$ cat src/rtl/core/lpr_pkg.sv
// Shared types and constants for the LRU page replacement block.
`default_nettype none

package lpr_pkg;

    // Default sizes of the frame set and of a stored page number.
    localparam int NUM_FRAMES_DEF = 8;
    localparam int PAGE_BITS_DEF  = 16;

    // Field widths on the stream and configuration ports.
    localparam int PAGE_W      = 16;
    localparam int FIDX_W      = 3;
    localparam int TOTAL_W     = 32;
    localparam int CFG_W       = 4;
    localparam int IN_TDATA_W  = 16;
    localparam int OUT_FIELD_W = 1 + FIDX_W + 1 + PAGE_W + 2 * TOTAL_W;
    localparam int OUT_TDATA_W = ((OUT_FIELD_W + 7) / 8) * 8;
    localparam int OUT_PAD_W   = OUT_TDATA_W - OUT_FIELD_W;

    localparam logic [CFG_W-1:0] FRAMES_RESET = CFG_W'(8);

    // Control bits of the search wave that travels along the frame cells.
    typedef struct packed {
        logic tok;
        logic found;
        logic vhave;
    } scan_flags_t;

    // Control bits of the update broadcast to every frame cell.
    typedef struct packed {
        logic apply;
        logic hit;
    } upd_ctrl_t;

endpackage

`default_nettype wire

$ cat src/rtl/core/lpr_cell.sv
// One frame cell: holds a page, its valid bit and recency rank, and passes the search wave on.
`default_nettype none

module lpr_cell #(
    parameter int NUM_FRAMES = lpr_pkg::NUM_FRAMES_DEF,
    parameter int PAGE_BITS  = lpr_pkg::PAGE_BITS_DEF,
    parameter int CELL_IDX   = 0,
    localparam int IDX_W     = (NUM_FRAMES > 1) ? $clog2(NUM_FRAMES) : 1,
    localparam int CNT_W     = $clog2(NUM_FRAMES + 1)
) (
    input  wire                        clk,
    input  wire                        rst_n,
    // Broadcast lookup key and active frame count.
    input  wire  [PAGE_BITS-1:0]       pg,
    input  wire  [CNT_W-1:0]           n_act,
    // Search wave from the previous cell.
    input  wire lpr_pkg::scan_flags_t  in_flags,
    input  wire  [IDX_W-1:0]           in_fidx,
    input  wire  [IDX_W-1:0]           in_frank,
    input  wire  [IDX_W-1:0]           in_vidx,
    input  wire  [IDX_W-1:0]           in_vrank,
    input  wire  [PAGE_BITS-1:0]       in_vpage,
    // Search wave to the next cell.
    output lpr_pkg::scan_flags_t       out_flags,
    output logic [IDX_W-1:0]           out_fidx,
    output logic [IDX_W-1:0]           out_frank,
    output logic [IDX_W-1:0]           out_vidx,
    output logic [IDX_W-1:0]           out_vrank,
    output logic [PAGE_BITS-1:0]       out_vpage,
    // Update broadcast.
    input  wire lpr_pkg::upd_ctrl_t    upd,
    input  wire  [IDX_W-1:0]           upd_slot,
    input  wire  [IDX_W-1:0]           upd_old_rank,
    input  wire  [PAGE_BITS-1:0]       upd_page
);
    import lpr_pkg::*;

    localparam logic [IDX_W-1:0] MY_IDX   = IDX_W'(CELL_IDX);
    localparam logic [IDX_W-1:0] RANK_TOP = IDX_W'(NUM_FRAMES - 1);

    logic [PAGE_BITS-1:0] page_reg, page_next;
    logic                 valid_reg, valid_next;
    logic [IDX_W-1:0]     rank_reg, rank_next;

    scan_flags_t          flags_reg, flags_next;
    logic [IDX_W-1:0]     fidx_reg, fidx_next;
    logic [IDX_W-1:0]     frank_reg, frank_next;
    logic [IDX_W-1:0]     vidx_reg, vidx_next;
    logic [IDX_W-1:0]     vrank_reg, vrank_next;
    logic [PAGE_BITS-1:0] vpage_reg, vpage_next;

    logic                 live;
    logic                 match;
    logic                 better;
    logic                 is_slot;
    logic [IDX_W-1:0]     rank_aged;

    assign live      = (CNT_W'(CELL_IDX) < n_act) && valid_reg;
    assign match     = live && (page_reg == pg);
    assign better    = live && (!in_flags.vhave || (rank_reg > in_vrank));
    assign is_slot   = (upd_slot == MY_IDX);
    assign rank_aged = (rank_reg < RANK_TOP) ? rank_reg + IDX_W'(1) : rank_reg;

    // Search step: first matching frame, and the oldest frame with the lowest index on ties.
    always_comb
    begin
        flags_next.tok   = in_flags.tok;
        flags_next.found = in_flags.found || match;
        flags_next.vhave = in_flags.vhave || live;
        fidx_next        = in_fidx;
        frank_next       = in_frank;
        vidx_next        = in_vidx;
        vrank_next       = in_vrank;
        vpage_next       = in_vpage;
        if (!in_flags.found && match)
        begin
            fidx_next  = MY_IDX;
            frank_next = rank_reg;
        end
        if (better)
        begin
            vidx_next  = MY_IDX;
            vrank_next = rank_reg;
            vpage_next = page_reg;
        end
    end

    // Update step: the chosen frame becomes most recent, others age as the access demands.
    always_comb
    begin
        page_next  = page_reg;
        valid_next = valid_reg;
        rank_next  = rank_reg;
        if (upd.apply)
        begin
            if (upd.hit)
            begin
                if (is_slot)
                begin
                    rank_next = '0;
                end
                else if (live && (rank_reg < upd_old_rank))
                begin
                    rank_next = rank_aged;
                end
            end
            else
            begin
                if (is_slot)
                begin
                    page_next  = upd_page;
                    valid_next = 1'b1;
                    rank_next  = '0;
                end
                else if (live)
                begin
                    rank_next = rank_aged;
                end
            end
        end
    end

    always_ff @(posedge clk or negedge rst_n)
    begin
        if (!rst_n)
        begin
            valid_reg <= 1'b0;
            rank_reg  <= '0;
            flags_reg <= '0;
        end
        else
        begin
            valid_reg <= valid_next;
            rank_reg  <= rank_next;
            flags_reg <= flags_next;
        end
    end

    always_ff @(posedge clk)
    begin
        page_reg  <= page_next;
        fidx_reg  <= fidx_next;
        frank_reg <= frank_next;
        vidx_reg  <= vidx_next;
        vrank_reg <= vrank_next;
        vpage_reg <= vpage_next;
    end

    assign out_flags = flags_reg;
    assign out_fidx  = fidx_reg;
    assign out_frank = frank_reg;
    assign out_vidx  = vidx_reg;
    assign out_vrank = vrank_reg;
    assign out_vpage = vpage_reg;

endmodule

`default_nettype wire

$ cat src/rtl/core/lru_page_replacement.sv
// Top level of the LRU page replacement block: control, totals and the row of frame cells.
//
//  Channel | Direction | Handshake           | Payload
//  --------+-----------+---------------------+--------------------------------------------
//  s_      | in        | s_tvalid / s_tready | s_tdata: page
//  m_      | out       | m_tvalid / m_tready | m_tdata: hit, frame_index, evicted_valid,
//          |           |                     |   evicted_page, hit_total, fault_total
//  cfg_    | in        | cfg_valid/cfg_ready | cfg_data: frames_in_use
//
// One page reference at a time. The lookup wave crosses one frame cell per cycle, and a
// new page is taken only once the result of the last one is in the output register.
// The result leaves through that register; while it still waits for m_tready, a further
// decision is held in the block, which then takes no new page. Reset clears all valid bits,
// ranks, the fill count and the totals at once, and frames_in_use returns to 8.
`default_nettype none

module lru_page_replacement #(
    parameter int NUM_FRAMES = lpr_pkg::NUM_FRAMES_DEF,
    parameter int PAGE_BITS  = lpr_pkg::PAGE_BITS_DEF
) (
    input  wire                               clk,
    input  wire                               rst_n,
    input  wire                               s_tvalid,
    output logic                              s_tready,
    input  wire  [lpr_pkg::IN_TDATA_W-1:0]    s_tdata,   // [15:0] page
    output logic                              m_tvalid,
    input  wire                               m_tready,
    // [0] hit, [3:1] frame_index, [4] evicted_valid, [20:5] evicted_page,
    // [52:21] hit_total, [84:53] fault_total, [87:85] zero
    output logic [lpr_pkg::OUT_TDATA_W-1:0]   m_tdata,
    input  wire                               cfg_valid,
    output logic                              cfg_ready,
    input  wire  [lpr_pkg::CFG_W-1:0]         cfg_data
);
    import lpr_pkg::*;

    localparam int IDX_W = (NUM_FRAMES > 1) ? $clog2(NUM_FRAMES) : 1;
    localparam int CNT_W = $clog2(NUM_FRAMES + 1);
    localparam int NW    = (CNT_W > CFG_W) ? CNT_W : CFG_W;

    typedef enum logic [1:0] {
        ST_IDLE,
        ST_SCAN,
        ST_PEND
    } state_t;

    state_t                 state_reg, state_next;
    logic [CFG_W-1:0]       fiu_reg, fiu_next;
    logic [PAGE_BITS-1:0]   pg_reg, pg_next;
    logic                   start_reg, start_next;
    logic [CNT_W-1:0]       fill_reg, fill_next;
    logic [TOTAL_W-1:0]     hits_reg, hits_next;
    logic [TOTAL_W-1:0]     faults_reg, faults_next;
    upd_ctrl_t              upd_reg, upd_next;
    logic [IDX_W-1:0]       upd_old_reg, upd_old_next;
    logic                   pend_hit_reg, pend_hit_next;
    logic [IDX_W-1:0]       pend_slot_reg, pend_slot_next;
    logic                   pend_ev_reg, pend_ev_next;
    logic [PAGE_BITS-1:0]   pend_evpage_reg, pend_evpage_next;
    logic                   out_valid_reg, out_valid_next;
    logic [OUT_TDATA_W-1:0] out_data_reg, out_data_next;

    logic [CNT_W-1:0]       n_act;
    logic                   s_xfer;

    scan_flags_t            flags_w [NUM_FRAMES+1];
    logic [IDX_W-1:0]       fidx_w  [NUM_FRAMES+1];
    logic [IDX_W-1:0]       frank_w [NUM_FRAMES+1];
    logic [IDX_W-1:0]       vidx_w  [NUM_FRAMES+1];
    logic [IDX_W-1:0]       vrank_w [NUM_FRAMES+1];
    logic [PAGE_BITS-1:0]   vpage_w [NUM_FRAMES+1];

    scan_flags_t            scan_end;

    // An out-of-range register value is pulled into 1..NUM_FRAMES.
    always_comb
    begin
        if (fiu_reg == '0)
        begin
            n_act = CNT_W'(1);
        end
        else if (NW'(fiu_reg) > NW'(NUM_FRAMES))
        begin
            n_act = CNT_W'(NUM_FRAMES);
        end
        else
        begin
            n_act = CNT_W'(fiu_reg);
        end
    end

    assign s_tready  = (state_reg == ST_IDLE);
    assign s_xfer    = s_tvalid && s_tready;
    assign cfg_ready = 1'b1;
    assign m_tvalid  = out_valid_reg;
    assign m_tdata   = out_data_reg;

    // Head of the cell row.
    assign flags_w[0] = '{tok: start_reg, found: 1'b0, vhave: 1'b0};
    assign fidx_w[0]  = '0;
    assign frank_w[0] = '0;
    assign vidx_w[0]  = '0;
    assign vrank_w[0] = '0;
    assign vpage_w[0] = '0;

    for (genvar k = 0; k < NUM_FRAMES; k++)
    begin : g_cell
        lpr_cell #(
            .NUM_FRAMES (NUM_FRAMES),
            .PAGE_BITS  (PAGE_BITS),
            .CELL_IDX   (k)
        ) u_cell (
            .clk          (clk),
            .rst_n        (rst_n),
            .pg           (pg_reg),
            .n_act        (n_act),
            .in_flags     (flags_w[k]),
            .in_fidx      (fidx_w[k]),
            .in_frank     (frank_w[k]),
            .in_vidx      (vidx_w[k]),
            .in_vrank     (vrank_w[k]),
            .in_vpage     (vpage_w[k]),
            .out_flags    (flags_w[k+1]),
            .out_fidx     (fidx_w[k+1]),
            .out_frank    (frank_w[k+1]),
            .out_vidx     (vidx_w[k+1]),
            .out_vrank    (vrank_w[k+1]),
            .out_vpage    (vpage_w[k+1]),
            .upd          (upd_reg),
            .upd_slot     (pend_slot_reg),
            .upd_old_rank (upd_old_reg),
            .upd_page     (pg_reg)
        );
    end

    assign scan_end = flags_w[NUM_FRAMES];

    always_comb
    begin
        state_next       = state_reg;
        fiu_next         = fiu_reg;
        pg_next          = pg_reg;
        start_next       = 1'b0;
        fill_next        = fill_reg;
        hits_next        = hits_reg;
        faults_next      = faults_reg;
        upd_next         = '{apply: 1'b0, hit: 1'b0};
        upd_old_next     = upd_old_reg;
        pend_hit_next    = pend_hit_reg;
        pend_slot_next   = pend_slot_reg;
        pend_ev_next     = pend_ev_reg;
        pend_evpage_next = pend_evpage_reg;
        out_valid_next   = out_valid_reg;
        out_data_next    = out_data_reg;

        if (cfg_valid)
        begin
            fiu_next = cfg_data;
        end

        if (out_valid_reg && m_tready)
        begin
            out_valid_next = 1'b0;
        end

        unique case (state_reg)
            ST_IDLE:
            begin
                if (s_xfer)
                begin
                    pg_next    = PAGE_BITS'(s_tdata);
                    start_next = 1'b1;
                    state_next = ST_SCAN;
                end
            end
            ST_SCAN:
            begin
                if (scan_end.tok)
                begin
                    state_next       = ST_PEND;
                    upd_next.apply   = 1'b1;
                    upd_old_next     = frank_w[NUM_FRAMES];
                    pend_ev_next     = 1'b0;
                    pend_evpage_next = '0;
                    if (scan_end.found)
                    begin
                        upd_next.hit   = 1'b1;
                        pend_hit_next  = 1'b1;
                        pend_slot_next = fidx_w[NUM_FRAMES];
                        hits_next      = (hits_reg == '1) ? hits_reg : hits_reg + TOTAL_W'(1);
                    end
                    else
                    begin
                        pend_hit_next = 1'b0;
                        faults_next   = (faults_reg == '1) ? faults_reg
                                                           : faults_reg + TOTAL_W'(1);
                        if (fill_reg < n_act)
                        begin
                            pend_slot_next = IDX_W'(fill_reg);
                            fill_next      = fill_reg + CNT_W'(1);
                        end
                        else
                        begin
                            pend_slot_next = vidx_w[NUM_FRAMES];
                            pend_ev_next   = scan_end.vhave;
                            if (scan_end.vhave)
                            begin
                                pend_evpage_next = vpage_w[NUM_FRAMES];
                            end
                        end
                    end
                end
            end
            ST_PEND:
            begin
                if (!out_valid_reg || m_tready)
                begin
                    out_valid_next = 1'b1;
                    out_data_next  = {OUT_PAD_W'(0), faults_reg, hits_reg,
                                      PAGE_W'(pend_evpage_reg), pend_ev_reg,
                                      FIDX_W'(pend_slot_reg), pend_hit_reg};
                    state_next     = ST_IDLE;
                end
            end
            default:
            begin
                state_next = ST_IDLE;
            end
        endcase
    end

    always_ff @(posedge clk or negedge rst_n)
    begin
        if (!rst_n)
        begin
            state_reg     <= ST_IDLE;
            fiu_reg       <= FRAMES_RESET;
            start_reg     <= 1'b0;
            fill_reg      <= '0;
            hits_reg      <= '0;
            faults_reg    <= '0;
            upd_reg       <= '{apply: 1'b0, hit: 1'b0};
            out_valid_reg <= 1'b0;
        end
        else
        begin
            state_reg     <= state_next;
            fiu_reg       <= fiu_next;
            start_reg     <= start_next;
            fill_reg      <= fill_next;
            hits_reg      <= hits_next;
            faults_reg    <= faults_next;
            upd_reg       <= upd_next;
            out_valid_reg <= out_valid_next;
        end
    end

    always_ff @(posedge clk)
    begin
        pg_reg          <= pg_next;
        upd_old_reg     <= upd_old_next;
        pend_hit_reg    <= pend_hit_next;
        pend_slot_reg   <= pend_slot_next;
        pend_ev_reg     <= pend_ev_next;
        pend_evpage_reg <= pend_evpage_next;
        out_data_reg    <= out_data_next;
    end

endmodule

`default_nettype wire

$ cat config.mk
export PLATFORM = sky130hd
export DESIGN_NAME = lru_page_replacement
export DESIGN_NICKNAME = d
export VERILOG_FILES = /design/src/rtl/core/lpr_pkg.sv /design/src/rtl/core/lpr_cell.sv /design/src/rtl/core/lru_page_replacement.sv
export SDC_FILE = /design/constraint.sdc
export NUM_CORES = 1
export LEC_CHECK = 0
export BUFFER_PORTS_ARGS = -buffer_cell sky130_fd_sc_hd__buf_2
export CAP_MARGIN = 10
export CORE_ASPECT_RATIO = 0.8
export CORE_UTILIZATION = 55
export CTS_CLUSTER_DIAMETER = 120
export DETAILED_ROUTE_END_ITERATION = 7
export GPL_TIMING_DRIVEN = 1
export PLACE_DENSITY = 0.78
export SYNTH_ARGS = -nofsm -noshare
export SYNTH_HDL_FRONTEND = slang
export SYNTH_SLANG_ARGS = --single-unit
export TNS_END_PERCENT = 20
$ cat constraint.sdc
create_clock -name clk -period 5.15 [get_ports clk]
set_clock_uncertainty 0.15 [all_clocks]
set_input_delay 1.545 -clock clk [delete_from_list [all_inputs] [get_ports clk]]
set_output_delay 1.545 -clock clk [all_outputs]
set_load 0.005 [all_outputs]
==> impl_metrics.json <==
{
  "status": "completed",
  "netlist_area_um2": 22950,
  "synthArstFlopShare_pct": 22.56,
  "initial_core_util_pct": 56.15,
  "cts_tree": "built",
  "clk_latency_ns": 0.60,
  "slew_viol_final": 0,
  "cts_buffers": 54,
  "grt_max_degree": 80,
  "portBuffers": 111,
  "rsz0062_at_grt": "false",
  "clock-sinks": 594,
  "startpoint_type": "flop",
  "finalPower_mw": 12.18,
  "crit_fanout": 8,
  "p_leak_nw": 10.53,
  "rr_startpoint": "pg_reg[4]",
  "max_slew_margin_pct": 23.10,
  "grt_pass1_wl_um": 67390,
  "drive_gt1_share_pct": 23.95,
  "grt_overflow": 0,
  "place_congestion": 0.8321,
  "yosys.area.top_type": "edfxtp_1",
  "ios": 116,
  "antenna_found_initial": 1,
  "die_h_um": 184.7,
  "vias": 12465,
  "dieArea_um2": 42550,
  "arrival_ns": 1.41,
  "detail-route-antenna-nets": 0,
  "clk_path_buf_depth": 3,
  "syn_inst": 1632,
  "min_to": "g_cell[3].u_cell.out_flags[2]",
  "hold_depth": 0,
  "cp-end-kind": "output port",
  "synth.distinct_cells": 63,
  "num_rows": 66,
  "cts_resized": 0,
  "hold_class": "reg2reg",
  "max_freq_ghz": 0.3224,
  "critPathKind": "reg2out",
  "p_switching_mw": 3.006,
  "clockPowerShare_pct": 34.1,
  "tightest_slew_ns": 1.153,
  "synth_flop_cell": "edfxtp_1",
  "seq_area_frac_synth_pct": 65.77,
  "power_density_nw_per_um2": 468.9,
  "ys_top_cells_by_area": "edfxtp_1 (33%), dfxtp_1 (18%), dfrtp_1 (15%)",
  "synth-seq-cells": 594,
  "p_int_mw": 9.179,
  "core_um2": 40880,
  "synth_top_cell_area_share_pct": 33.10,
  "r2r_cells": 5,
  "drc": 0,
  "viasPerCell": 5.291,
  "die_w_um": 230.4,
  "setup_viol": 0,
  "sequentialPowerShare_pct": 51.1,
  "regToRegEndpoint": "g_cell[2].u_cell.out_frank[1]",
  "drt_pre_antenna_iters": 5,
  "cts_max_level": 2,
  "nets": 1842,
  "hold_viol_final": 0,
  "clkSlewWorstSetupHoldPaths_ns": 0.07,
  "synth_edf_count": 253,
  "first_global_vias": 12904,
  "grtUsageTotal_pct": 19.95,
  "combPwrFrac_pct": 14.8,
  "r2r_slack_ns": 2.25,
  "period_share_pct": 60.22,
  "areaGrowthSynthToFinish_pct": 13.21,
  "cap_violations": 0,
  "root_buffer": "clkbuf_16",
  "synth_warnings": 0,
  "dp_hpwl_um": 28590,
  "drt-total-wl_um": 41630,
  "diodes": 0,
  "worstPathRequired_ns": 3.46,
  "routedWlPerCell_um": 17.67,
  "drt-initial-drc-count": 706,
  "setup_tns_ns": 0,
  "synth.avg_cell_area_um2": 14.06,
  "post-cts-setup-buffers": 0,
  "ir_worst_vdd_v": 0.0003327,
  "min_period_ns": 3.102,
  "cts_hold_buf": 0,
  "holdCritStartpoint": "g_cell[2].u_cell.out_flags[2]",
  "netSwitchingFraction_pct": 24.67
}
-- Yosys cell counts (17+ instances only) --
| library cell | n |
|---|---|
| a21o_1 | 17 |
| nand4_1 | 29 |
| xor2_1 | 117 |
| nand3_1 | 62 |
| mux2i_1 | 26 |
| nor3_1 | 17 |
| edfxtp_1 | 253 |
| dfxtp_1 | 207 |
| inv_1 | 41 |
| dfrtp_1 | 133 |
| xnor2_1 | 71 |
| a21oi_1 | 18 |
| nor2b_1 | 23 |
| and2_1 | 43 |
| nor4_1 | 29 |
| nand2_1 | 91 |
| buf_2 | 28 |
| nor2_1 | 38 |
| or2_2 | 31 |
| mux2_2 | 158 |
| ha_1 | 51 |
| nand2b_1 | 22 |
-- per-stage QoR --
step           std cells  worst slack (ns)  hold slack [ns]  util (%)  instance area, um2
2_1_floorplan       1634            0.6531           0.1812         -               22960
3_3_place_gp        2254             2.020           0.1839     58.94               24090
3_5_place_dp        2254             1.970           0.1872     58.94               24090
4_1_cts             2356             2.003           0.2021     63.57               25980
5_1_grt             2356             1.922           0.2022     63.57               25980
6_report            2356             2.048           0.1950     63.57               25980
-- logic make-up (layout without fill, tap and decap cells) --
| logic type | after synthesis | after routing | share of synthesized area, % |
|---|---|---|---|
| flops | 594 | 594 | 65.77 |
| simple gates | 430 | 430 | 10.70 |
| xor+xnor | 188 | 188 | 7.174 |
| mux | 185 | 185 | 8.935 |
| buf+inv | 93 | 271 | 1.870 |
| compound gates | 89 | 89 | 2.737 |
| fa+ha+maj | 51 | 51 | 2.780 |
| other cells | 2 | 4 | 0.03272 |
-- worst max-delay path, cell delays in order, from the launching register on --
cell	delay, ns
dfrtp_1	0.48
nor2_1	0.19
buf_2	0.14
-- how the worst max path moves through the flow --
stage / from / endpoint / slack (ns)
2_1_floorplan: m_tready / m_tdata[0] / 0.65
3_3_place_gp: m_tready / m_tdata[42] / 2.02
3_5_place_dp: m_tready / m_tdata[44] / 1.97
4_1_cts: state_reg[1] / s_tready / 2.00
5_1_grt: state_reg[1] / s_tready / 1.92
6_report: state_reg[1] / s_tready / 2.05
-- routing by layer --
layer  vias up  GRT usage [%]  routed length [um]
li1       6044              -                   -
met1      6115          26.57               19080
met2       241          33.75               20080
met3        65          3.156                1582
met4         0          6.066                 888
met5         -              0                   0
-- layout by cell type (no fill, tap or decap), types with 10 or more instances in the layout --
| master | netlist | final |
|---|---|---|
| a21o_1 | 17 | 17 |
| a21oi_1 | 18 | 16 |
| and2_1 | 43 | 43 |
| and3_1 | 10 | 10 |
| and4_1 | 10 | 10 |
| buf_2 | 28 | 110 |
| buf_4 | 10 | 15 |
| clkbuf_1 | 12 | 12 |
| clkbuf_16 | 0 | 57 |
| clkbuf_8 | 0 | 12 |
| clkinv_2 | 0 | 10 |
| dfrtp_1 | 133 | 133 |
| dfxtp_1 | 207 | 207 |
| edfxtp_1 | 253 | 253 |
| ha_1 | 51 | 51 |
| inv_1 | 41 | 41 |
| mux2_2 | 158 | 158 |
| mux2i_1 | 26 | 26 |
| nand2_1 | 91 | 91 |
| nand2b_1 | 22 | 22 |
| nand3_1 | 62 | 62 |
| nand4_1 | 29 | 29 |
| nor2_1 | 38 | 37 |
| nor2b_1 | 23 | 22 |
| nor3_1 | 17 | 17 |
| nor4_1 | 29 | 29 |
| o21a_1 | 11 | 11 |
| o21ai_0 | 12 | 12 |
| or2_2 | 31 | 31 |
| xnor2_1 | 71 | 71 |
| xor2_1 | 117 | 117 |
-- layout make-up --
type                    count  area [um2]
flip-flops and latches    594       15100
fillers                  2996       14890
multi-input cells         947        7466
clock buffers              81        1637
repair buffers            127       694.4
well taps                 544       680.7
clock inverters            21       252.7
inverters                  42       157.7
-- power by group through the flow --
stage               Sequential, mW  Combinational [mW]  Clock, mW
global placement              6.29                1.72          0
CTS                           6.23                1.83       4.23
floorplan                     6.09                1.47          0
detailed placement            6.31                1.78          0
finish                        6.22                1.81       4.15
global route                  6.31                2.02       4.41
Power figures use the tool's default switching activity.
